==> src/design/tali_pkg.sv <==
// Package for the three-axis line step interpolator.
// Holds the request and result word types, axis codes and axis pairing.
// No dependencies.
package tali_pkg;

    // Width of the target fields on the request channel.
    localparam int IN_WIDTH = 24;
    // Default width of the kept positions.
    localparam int POS_WIDTH_DEF = 24;

    localparam logic REQ_LOAD = 1'b0;
    localparam logic REQ_TICK = 1'b1;

    typedef enum logic [1:0] {
        AXIS_X = 2'd0,
        AXIS_Y = 2'd1,
        AXIS_Z = 2'd2
    } axis_t;

    typedef struct packed {
        logic                       req_type;
        logic signed [IN_WIDTH-1:0] target_x;
        logic signed [IN_WIDTH-1:0] target_y;
        logic signed [IN_WIDTH-1:0] target_z;
    } req_word_t;

    // Bit 0 of step and dir is X, bit 1 is Y, bit 2 is Z.
    typedef struct packed {
        logic [2:0] step;
        logic [2:0] dir;
        axis_t      drive;
        logic       done;
    } res_word_t;

    // X drives Y and Z, Y drives X and Z, Z drives Y and X.
    function automatic axis_t second_axis(axis_t a);
        axis_t r;
        case (a)
            AXIS_X:  r = AXIS_Y;
            AXIS_Y:  r = AXIS_X;
            AXIS_Z:  r = AXIS_Y;
            default: r = AXIS_Y;
        endcase
        return r;
    endfunction

    function automatic axis_t third_axis(axis_t a);
        axis_t r;
        case (a)
            AXIS_X:  r = AXIS_Z;
            AXIS_Y:  r = AXIS_Z;
            AXIS_Z:  r = AXIS_X;
            default: r = AXIS_Z;
        endcase
        return r;
    endfunction

endpackage

==> src/design/three_axis_line_step_interpolator.sv <==
// Top level of the three-axis line step interpolator (3D Bresenham).
// Uses tali_pkg, tali_in_reg, tali_core and tali_out_reg.
//
//   Channel   Ports                                    Moves
//   s_        s_valid/s_ready                          request word: load or tick
//   m_        m_valid/m_ready                          result word: steps, dirs, driving axis, done
//   cfg_      cfg_we/cfg_wdata                         relative_mode write
//
// A request word is taken into the input register, processed against the kept
// state, and its result lands in the output register; one word per cycle
// sustained while m_ready does not stall.
// The rate is set by the registered state update loop (positions, errors).
// A stalled m_ready holds the result and then the input register; no clearing
// pass is needed after reset.
module three_axis_line_step_interpolator #(
    parameter int POS_WIDTH = tali_pkg::POS_WIDTH_DEF
) (
    input  logic                                  aclk,
    input  logic                                  aresetn,
    input  logic                                  cfg_we,
    input  logic                                  cfg_wdata,
    input  logic                                  s_valid,
    output logic                                  s_ready,
    input  logic                                  s_req_type,
    input  logic signed [tali_pkg::IN_WIDTH-1:0]  s_target_x,
    input  logic signed [tali_pkg::IN_WIDTH-1:0]  s_target_y,
    input  logic signed [tali_pkg::IN_WIDTH-1:0]  s_target_z,
    output logic                                  m_valid,
    input  logic                                  m_ready,
    output logic                                  m_step_x,
    output logic                                  m_step_y,
    output logic                                  m_step_z,
    output logic                                  m_dir_x,
    output logic                                  m_dir_y,
    output logic                                  m_dir_z,
    output logic [1:0]                            m_driving_axis,
    output logic                                  m_move_done
);

    tali_pkg::req_word_t s_word, word;
    tali_pkg::res_word_t res, m_word;
    logic                word_valid, can_load, fire;

    assign s_word.req_type = s_req_type;
    assign s_word.target_x = s_target_x;
    assign s_word.target_y = s_target_y;
    assign s_word.target_z = s_target_z;

    assign fire = word_valid && can_load;

    tali_in_reg u_in (
        .aclk       (aclk),
        .aresetn    (aresetn),
        .s_valid    (s_valid),
        .s_ready    (s_ready),
        .s_word     (s_word),
        .word_valid (word_valid),
        .word       (word),
        .take       (fire)
    );

    tali_core #(
        .POS_WIDTH (POS_WIDTH)
    ) u_core (
        .aclk      (aclk),
        .aresetn   (aresetn),
        .cfg_we    (cfg_we),
        .cfg_wdata (cfg_wdata),
        .fire      (fire),
        .word      (word),
        .res       (res)
    );

    tali_out_reg u_out (
        .aclk     (aclk),
        .aresetn  (aresetn),
        .load     (fire),
        .res      (res),
        .can_load (can_load),
        .m_valid  (m_valid),
        .m_ready  (m_ready),
        .m_word   (m_word)
    );

    assign m_step_x       = m_word.step[0];
    assign m_step_y       = m_word.step[1];
    assign m_step_z       = m_word.step[2];
    assign m_dir_x        = m_word.dir[0];
    assign m_dir_y        = m_word.dir[1];
    assign m_dir_z        = m_word.dir[2];
    assign m_driving_axis = m_word.drive;
    assign m_move_done    = m_word.done;

endmodule

==> src/design/tali_in_reg.sv <==
// Input register of the interpolator: holds one request word.
// Depends on tali_pkg for the request word type.
module tali_in_reg (
    input  logic                aclk,
    input  logic                aresetn,
    input  logic                s_valid,
    output logic                s_ready,
    input  tali_pkg::req_word_t s_word,
    output logic                word_valid,
    output tali_pkg::req_word_t word,
    input  logic                take
);

    logic                valid_reg;
    tali_pkg::req_word_t word_reg;

    // A new word may enter in the same cycle the held one is consumed.
    assign s_ready    = !valid_reg || take;
    assign word_valid = valid_reg;
    assign word       = word_reg;

    always_ff @(posedge aclk) begin
        if (!aresetn) begin
            valid_reg <= 1'b0;
        end else if (s_ready) begin
            valid_reg <= s_valid;
        end
    end

    always_ff @(posedge aclk) begin
        if (s_valid && s_ready) begin
            word_reg <= s_word;
        end
    end

endmodule

==> src/design/tali_core.sv <==
// Interpolator core: kept positions, error terms and move setup, with the
// combinational load and tick logic. Depends on tali_pkg.
module tali_core #(
    parameter int POS_WIDTH = tali_pkg::POS_WIDTH_DEF
) (
    input  logic                aclk,
    input  logic                aresetn,
    input  logic                cfg_we,
    input  logic                cfg_wdata,
    input  logic                fire,
    input  tali_pkg::req_word_t word,
    output tali_pkg::res_word_t res
);

    localparam int AW = (POS_WIDTH > tali_pkg::IN_WIDTH) ? POS_WIDTH : tali_pkg::IN_WIDTH;
    localparam int DW = AW + 1;
    localparam int EW = POS_WIDTH + 3;

    logic                        rel_mode_reg;
    logic signed [POS_WIDTH-1:0] pos_reg [3];
    logic signed [POS_WIDTH-1:0] pos_next [3];
    logic [AW-1:0]               abs_reg [3];
    logic [AW-1:0]               abs_next [3];
    logic [2:0]                  neg_reg, neg_next;
    logic [2:0]                  nz_reg, nz_next;
    tali_pkg::axis_t             drive_reg, drive_next;
    logic signed [POS_WIDTH-1:0] target_reg, target_next;
    logic [EW-1:0]               err2_reg, err2_next;
    logic [EW-1:0]               err3_reg, err3_next;

    always_ff @(posedge aclk) begin
        if (!aresetn) begin
            rel_mode_reg <= 1'b0;
        end else if (cfg_we) begin
            rel_mode_reg <= cfg_wdata;
        end
    end

    always_comb begin
        logic signed [tali_pkg::IN_WIDTH-1:0] tin [3];
        logic signed [POS_WIDTH-1:0]          twrap;
        logic signed [DW-1:0]                 d [3];
        logic [AW-1:0]                        ad [3];
        logic [2:0]                           neg_d, nz_d;
        tali_pkg::axis_t                      sel_d, l2, l3, t1, t2, t3;
        logic [EW-1:0]                        twice1, twice2, twice3;
        logic                                 active, s2, s3;
        logic [2:0]                           step_t;
        logic signed [POS_WIDTH-1:0]          pos_t [3];

        tin[0] = word.target_x;
        tin[1] = word.target_y;
        tin[2] = word.target_z;

        // Move setup: deltas, magnitudes and the driving axis.
        for (int i = 0; i < 3; i++) begin
            twrap = POS_WIDTH'(tin[i]);
            if (rel_mode_reg) begin
                d[i] = DW'(tin[i]);
            end else begin
                d[i] = DW'(twrap) - DW'(pos_reg[i]);
            end
            neg_d[i] = d[i][DW-1];
            nz_d[i]  = (d[i] != '0);
            ad[i]    = neg_d[i] ? AW'(-d[i]) : AW'(d[i]);
        end

        if (ad[0] >= ad[1] && ad[0] >= ad[2]) begin
            sel_d = tali_pkg::AXIS_X;
        end else if (ad[1] >= ad[2]) begin
            sel_d = tali_pkg::AXIS_Y;
        end else begin
            sel_d = tali_pkg::AXIS_Z;
        end
        l2 = tali_pkg::second_axis(sel_d);
        l3 = tali_pkg::third_axis(sel_d);

        // Tick: while the move is active the driving axis steps, the others follow their errors.
        t1 = drive_reg;
        t2 = tali_pkg::second_axis(drive_reg);
        t3 = tali_pkg::third_axis(drive_reg);
        twice1 = EW'(abs_reg[t1]) << 1;
        twice2 = EW'(abs_reg[t2]) << 1;
        twice3 = EW'(abs_reg[t3]) << 1;
        active = (pos_reg[t1] != target_reg);
        s2     = !err2_reg[EW-1];
        s3     = !err3_reg[EW-1];
        for (int i = 0; i < 3; i++) begin
            step_t[i] = active && ((2'(i) == t1) || ((2'(i) == t2) && s2 && nz_reg[i])
                                   || ((2'(i) == t3) && s3 && nz_reg[i]));
            if (step_t[i] && nz_reg[i]) begin
                pos_t[i] = neg_reg[i] ? pos_reg[i] - 1'b1 : pos_reg[i] + 1'b1;
            end else begin
                pos_t[i] = pos_reg[i];
            end
        end

        for (int i = 0; i < 3; i++) begin
            pos_next[i] = pos_reg[i];
            abs_next[i] = abs_reg[i];
        end
        neg_next    = neg_reg;
        nz_next     = nz_reg;
        drive_next  = drive_reg;
        target_next = target_reg;
        err2_next   = err2_reg;
        err3_next   = err3_reg;
        res.step    = '0;

        if (word.req_type == tali_pkg::REQ_LOAD) begin
            for (int i = 0; i < 3; i++) begin
                abs_next[i] = ad[i];
            end
            neg_next    = neg_d;
            nz_next     = nz_d;
            drive_next  = sel_d;
            target_next = pos_reg[sel_d] + POS_WIDTH'(d[sel_d]);
            err2_next   = (EW'(ad[l2]) << 1) - EW'(ad[sel_d]);
            err3_next   = (EW'(ad[l3]) << 1) - EW'(ad[sel_d]);
        end else if (active) begin
            for (int i = 0; i < 3; i++) begin
                pos_next[i] = pos_t[i];
            end
            err2_next = err2_reg - (s2 ? twice1 : '0) + twice2;
            err3_next = err3_reg - (s3 ? twice1 : '0) + twice3;
            res.step  = step_t;
        end

        res.dir   = ~neg_next;
        res.drive = drive_next;
        res.done  = (pos_next[drive_next] == target_next);
    end

    always_ff @(posedge aclk) begin
        if (!aresetn) begin
            for (int i = 0; i < 3; i++) begin
                pos_reg[i] <= '0;
                abs_reg[i] <= '0;
            end
            neg_reg    <= '0;
            nz_reg     <= '0;
            drive_reg  <= tali_pkg::AXIS_X;
            target_reg <= '0;
            err2_reg   <= '0;
            err3_reg   <= '0;
        end else if (fire) begin
            for (int i = 0; i < 3; i++) begin
                pos_reg[i] <= pos_next[i];
                abs_reg[i] <= abs_next[i];
            end
            neg_reg    <= neg_next;
            nz_reg     <= nz_next;
            drive_reg  <= drive_next;
            target_reg <= target_next;
            err2_reg   <= err2_next;
            err3_reg   <= err3_next;
        end
    end

endmodule

==> src/design/tali_out_reg.sv <==
// Result register of the interpolator: holds one result word until taken.
// Depends on tali_pkg for the result word type.
module tali_out_reg (
    input  logic                aclk,
    input  logic                aresetn,
    input  logic                load,
    input  tali_pkg::res_word_t res,
    output logic                can_load,
    output logic                m_valid,
    input  logic                m_ready,
    output tali_pkg::res_word_t m_word
);

    logic                valid_reg;
    tali_pkg::res_word_t res_reg;

    assign can_load = !valid_reg || m_ready;
    assign m_valid  = valid_reg;
    assign m_word   = res_reg;

    always_ff @(posedge aclk) begin
        if (!aresetn) begin
            valid_reg <= 1'b0;
        end else if (can_load) begin
            valid_reg <= load;
        end
    end

    always_ff @(posedge aclk) begin
        if (load) begin
            res_reg <= res;
        end
    end

endmodule
==> config.mk <==
export PLATFORM = sky130hd
export DESIGN_NAME = three_axis_line_step_interpolator
export DESIGN_NICKNAME = d
export VERILOG_FILES = /design/src/design/tali_pkg.sv /design/src/design/three_axis_line_step_interpolator.sv /design/src/design/tali_in_reg.sv /design/src/design/tali_core.sv /design/src/design/tali_out_reg.sv
export SDC_FILE = /design/constraint.sdc
export NUM_CORES = 2
export LEC_CHECK = 0
export BUFFER_PORTS_ARGS = -buffer_cell sky130_fd_sc_hd__buf_2
export CORE_MARGIN = 1
export CORE_UTILIZATION = 50
export CTS_BUF_LIST = sky130_fd_sc_hd__clkbuf_8
export DETAILED_ROUTE_END_ITERATION = 10
export GPL_ROUTABILITY_DRIVEN = 0
export GPL_TIMING_DRIVEN = 0
export PLACE_DENSITY = 0.66
export SLEW_MARGIN = 30
export SYNTH_ARGS = -nofsm -noshare
export SYNTH_HDL_FRONTEND = slang
export SYNTH_SLANG_ARGS = --single-unit
==> constraint.sdc <==
create_clock -name aclk -period 25.1 [get_ports aclk]
set_input_delay 3.765 -clock aclk [delete_from_list [all_inputs] [get_ports aclk]]
set_output_delay 3.765 -clock aclk [all_outputs]
set_load 0.05 [all_outputs]
### After elaboration in Yosys (flattened, before gate mapping)

Memory sizes are Yosys's and may differ from the RTL's. A register that Yosys moved wholly into a read port is not among the register bits.
Cells that the tools add are included.

| storage, ports and cells | value |
|---|---|
| register bits | 171 |
| memory bits (writable) | 144 |
| output and inout bits | 11 |
| memories kept | 2 |

Memories:

| name | words | width | read ports | clocked after memory_dff | write ports | RTL line | RTL |
|---|---|---|---|---|---|---|---|
| u_core.abs_reg | 3 | 24 | 3 | 1 | 3 | tali_core.sv:22 | `logic [AW-1:0] abs_reg [3];` |
| u_core.pos_reg | 3 | 24 | 5 | 1 | 3 | tali_core.sv:20 | `logic signed [POS_WIDTH-1:0] pos_reg [3];` |

| operators by class | value |
|---|---|
| add/subtract/negate cells | 19 |
| $lt $le $gt $ge | 7 |
| equal/unequal tests | 14 |
| mux-type cells | 59 |
| bitwise operators | 12 |
| reduce and logical (&&, ||, !) cells | 43 |

Operators by type and width:

| cell | number |
|---|---|
| two-way mux 24 bit | 26 |
| two-way mux 72 bit | 3 |
| binary-select mux 24 bit (select 2 bit) | 4 |
| two-way mux 25 bit | 5 |
| two-way mux 27 bit | 4 |
| nonzero test 25 bit | 3 |
| subtractor 24 x 24 -> 25 bit | 3 |
| adder 24 x 1 -> 24 bit, second input constant | 3 |
| >= comparator 24 bit | 3 |
| negator 24 bit | 3 |
| subtractor 24 x 1 -> 24 bit, second input constant | 3 |
| adder 27 x 25 -> 27 bit | 2 |
| subtractor 27 bit | 2 |
| subtractor 25 x 24 -> 26 bit | 2 |
| binary-select mux 25 bit (select 2 bit) | 1 |
| adder 24 bit | 1 |
| equality test 24 bit | 1 |
| != test 24 bit | 1 |
| logical AND 1 bit | 21 |
| two-way mux 2 bit | 9 |
| >= comparator 3 bit, second input constant | 4 |
| NOT 2 -> 3 bit | 3 |
| logical OR 1 bit | 8 |
| AND reduction 2 bit | 4 |
| other kinds (16) | 35 |

### Longest topological paths before layout

| logic depth | value |
|---|---|
| depth in word-level cells | 16 |
| depth in mapped cells | 56 |
| depth with buffers taken out | 53 |

### By module

Synthesis repeated with hierarchy kept, for this count alone.

| second synthesis, totals | value |
|---|---|
| cell total of the unflattened synthesis | 4449 |
| area, all modules | 35172.5 um^2 |

By module, submodules not included:

| module | instances | cells each | area an instance (um^2) | seq. area each (um^2) |
|---|---|---|---|---|
| tali_core | 1 | 4357 | 32597.5 | 6065.8 |
| tali_in_reg | 1 | 78 | 2249.7 | 2212.1 |
| tali_out_reg | 1 | 13 | 319.1 | 290.3 |
| three_axis_line_step_interpolator | 1 | 1 | 6.3 | 0.0 |

### Worst setup path before layout

OpenSTA, ideal clock, no wires.

| timing | value |
|---|---|
| path type | register to register |
| from | mem u_core.pos_reg[1][0] in the netlist's numbering |
| to | reg u_out.res_reg, in the netlist u_out.m_word[0] (data pin) |
| data arrival time | 10.862 ns |
| slack | 14.069 ns |
| cell stages (with the launch flop) | 53 |
| buffers on the path | 4 |
| cells stage by stage | edfxtp_1 -> ha_1 -> fa_1 -> and2b_1 -> o2111ai_1 -> a31o_1 -> a311oi_2 -> a21oi_1 -> o21ai_0 -> a31oi_2 -> clkbuf_1 -> a21oi_1 -> inv_1 -> ha_1 -> a21o_1 -> a21o_1 -> a21o_1 -> a21oi_1 -> [17 not listed] -> o21ai_0 -> a21boi_0 -> o21ai_0 -> a21boi_0 -> o21ai_0 -> a21boi_0 -> o21ai_0 -> a21oi_1 -> a41oi_1 -> a211oi_1 -> a21oi_1 -> xnor2_1 -> mux2i_1 -> a31oi_1 -> or3_1 -> a221oi_1 -> nand4b_1 -> nor4_2 |

RTL lines:

| element | RTL line | RTL |
|---|---|---|
| from (decl) | tali_core.sv:20 |  |
| to (signal assigned) | tali_out_reg.sv:31 | `res_reg <= res;` |
| to (decl) | tali_out_reg.sv:15 | `tali_pkg::res_word_t res_reg;` |

==> flow_summary.yaml <==
synth:
  seq_area_frac_synth_pct: 24.8
  synthXorXnorAreaFrac_pct: 7.46
  netlist_instances: 4223
  ys_ff_latch: 315
  ys_warn_count: 0
  yosys.area_share.simple_pct: 18.5
  syn_avg_cell_area_um2: 8.17
  async_flop_share_pct: 0
  synthMuxAreaShare_pct: 6.07
  synth_top_family_by_area: "compound AO/OA/AOI/OAI gates"
  synth.distinct_cells: 117
  synth_fp_nets: 4674
  synth-edff-count: 226
  synth_top_area_share_pct: 19.7
  ys_dominant_reg_cell: "edfxtp_1"
  synth_compound_area_share_pct: 23.7
  synth_top_area_cell: "edfxtp_1"
  synth_fa_ha_area_share_pct: 15.0
  synthTopCellsByArea: "edfxtp_1, ha_1, nor2_1, dfxtp_1, o21ai_0"
  synth_area_um2: 34500
setup_path:
  cp_common_cell: "o21ai_0"
  slowest_delay_ns: 0.75
  arrival_ns: 16.52
  rr_worst_depth: 52
  r2r_slack_ns: 9.09
  criticalPathCategory: "flip-flop to flip-flop"
  slowest_stage: "a21oi_1"
  r2r-start: "u_core.pos_reg[1][0]"
  end_kind: "flip-flop"
  cp_max_fo: 10
  start_kind: "flip-flop"
  reg2reg_to: "u_out.m_word[0]"
  worstPathRequired_ns: 25.60
routing:
  firstDrtPassIters: 9
  drt_iter0_drc: 4675
  drtAntennaViolNets: 0
  wl_mm: 139
  viasPerCell: 6.48
  num_vias: 34363
  drc: 0
  routedWlPerCell_um: 26.1
timing:
  hold_viol_final: 0
  max_freq_mhz: 62.4
  worst_slew_pin_slew_ns: 1.13
  grt_setup_unrepaired: "no"
  slew_headroom_pct: 23.9
  slew_violations: 0
  fin_skew_ns: 0.0524
  timing.final.crit_share_pct: 63.8
  fin_crit_ns: 16.01
  timing.setup.tns_ns: 0
  setup_violations: 0
clocking:
  cts_max_level: 2
  holdBufCountCts: 0
  clock_latency_ns: 0.77
  clock_path_buffers: 3
  clk_pin_slew_worst_paths_ns: 0.06
  cts-root-buf: "clkbuf_8"
  cts_sinks: 315
  cts_setup_buffers: 0
  cts_resized: 0
  cts_made_buffers: 60
  cts_tree: "yes"
global_route:
  grt_first_pass_wirelength_mm: 204
  grt_max_degree: 52
  antenna_found_initial: 5
  overflow: 0
  track_usage_pct: 39.0
  grt_pass1_vias: 32157
min_path:
  hold_class: "flip-flop to flip-flop"
  hold_depth: 2
  hp-start: "u_core.target_reg[6]"
  hold_end: "u_core.target_reg[6]"
placed_design:
  dp_hpwl_mm: 110
  io_buffers: 89
floorplan:
  core_um2: 67800
  start_util_pct: 50.9
  die_y_um: 265
  rows: 95
  die_area_um2: 70000
  fp.dieW_um: 265
  pin_count: 90
outcome:
  status: "completed"
final_layout:
  largest_register_ffs: 73
  area_delta_synth_final_pct: 8.75
  drive_above_1_share_pct: 9.15
  final_util_pct: 55.4
  nets: 4828
power:
  leakage_nw: 15.5
  max-vdd-ir-drop_v: 0.0000941
  power.density_nw_per_um2: 148
job:
  drv_cap: 0
==> area by class of cell <==
type | instances | area [um^2]
multi-input combinational | 3505 | 24400
fill | 6462 | 30300
clock inverter | 38 | 277
sequential | 315 | 8570
antenna | 3 | 7.51
timing repair buffer | 92 | 520
tap | 873 | 1090
inverter | 211 | 792
buffer | 192 | 766
clock buffer | 75 | 1030
==> cell usage in the layout (no fill, tap or decap), drive strengths merged, types with 45 or more instances in the layout <==
cell type	synthesis	routed
nor2	494	494
nand2	378	378
o21ai	361	361
a21oi	333	333
ha	313	313
inv	210	228
edfxtp	226	226
clkbuf	150	225
xnor2	186	186
buf	42	134
mux2i	124	124
xor2	107	107
dfxtp	89	89
a21o	76	76
mux2	75	75
nor3	70	70
nand3	67	67
or2	65	65
a211oi	63	63
fa	59	59
nor2b	54	54
a31oi	52	52
and3	50	50
o211ai	45	45
==> report_power, final <==
group | total, mW | internal [mW] | switching [mW] | leakage (nW)
registers | 0.688 | 0.619 | 0.0688 | 3.05
clock network | 0.565 | 0.310 | 0.255 | 0.736
logic | 4.30 | 1.56 | 2.74 | 11.7
==> logic make-up after synthesis <==
kind of cell             count (synthesis)
AND/OR/NAND/NOR                       1372
adder cells (fa/ha/maj)                378
XOR/XNOR                               293
flip-flops                             315
buffers and inverters                  403
multiplexers                           199
AO/OA/AOI/OAI                         1263
==> critical path: cells and delay by family, from the launching register on <==
family | cells | cell delay [ns]
fa+ha+maj | 5 | 1.78
mux | 1 | 0.21
compound gates | 29 | 8.05
buf+inv | 5 | 2.42
flops | 1 | 0.61
xor+xnor | 1 | 0.22
simple gates | 11 | 2.44
==> routing by layer <==
layer,part of all wire (%),up-vias,GRT usage [%]
met1,39,15964,49.3
met4,8.6,8,28.3
met2,41,2146,58.5
li1,-,15674,-
met3,11,571,9.05
met5,0.031,-,0
==> metrics by stage <==
step,total power [mW],setup WS [ns],cell area (um^2),std cells,hold slack [ns]
global placement,4.74,9.71,36000,5185,0.471
floorplan,3.62,14.07,34500,4223,0.460
finish,5.55,9.09,37500,5304,0.496
detailed placement,4.78,9.71,36200,5188,0.480
global route,5.88,8.22,37500,5302,0.508
CTS,5.36,9.60,37500,5301,0.491
==> Yosys cell counts, types with 50 or more instances <==
master      n
edfxtp_1  226
nor2_1    491
fa_1       59
nor3_1     70
o21ai_0   350
and3_1     50
clkbuf_1  149
nand3_1    66
mux2i_1   124
xnor2_1   186
dfxtp_1    89
or2_2      64
nand2_1   377
a211oi_1   58
xor2_1    106
mux2_2     62
nor2b_1    54
a21o_1     76
ha_1      313
inv_1     206
a21oi_1   333
==> worst max path at each step <==
| stage | end | from | depth (start not counted) | slack [ns] |
|---|---|---|---|---|
| 3_3_place_gp | u_out.m_word[0] | u_core.pos_reg[1][0] | 52 | 9.71 |
| 4_1_cts | u_out.m_word[0] | u_core.pos_reg[1][0] | 52 | 9.60 |
| 5_1_grt | u_out.m_word[0] | u_core.pos_reg[1][0] | 52 | 8.22 |
| 6_report | u_out.m_word[0] | u_core.pos_reg[1][0] | 52 | 9.09 |
| 2_1_floorplan | u_out.m_word[0] | u_core.pos_reg[1][0] | 52 | 14.07 |
| 3_5_place_dp | u_out.m_word[0] | u_core.pos_reg[1][0] | 52 | 9.71 |
Note: power is estimated with default switching activity, not from simulation.
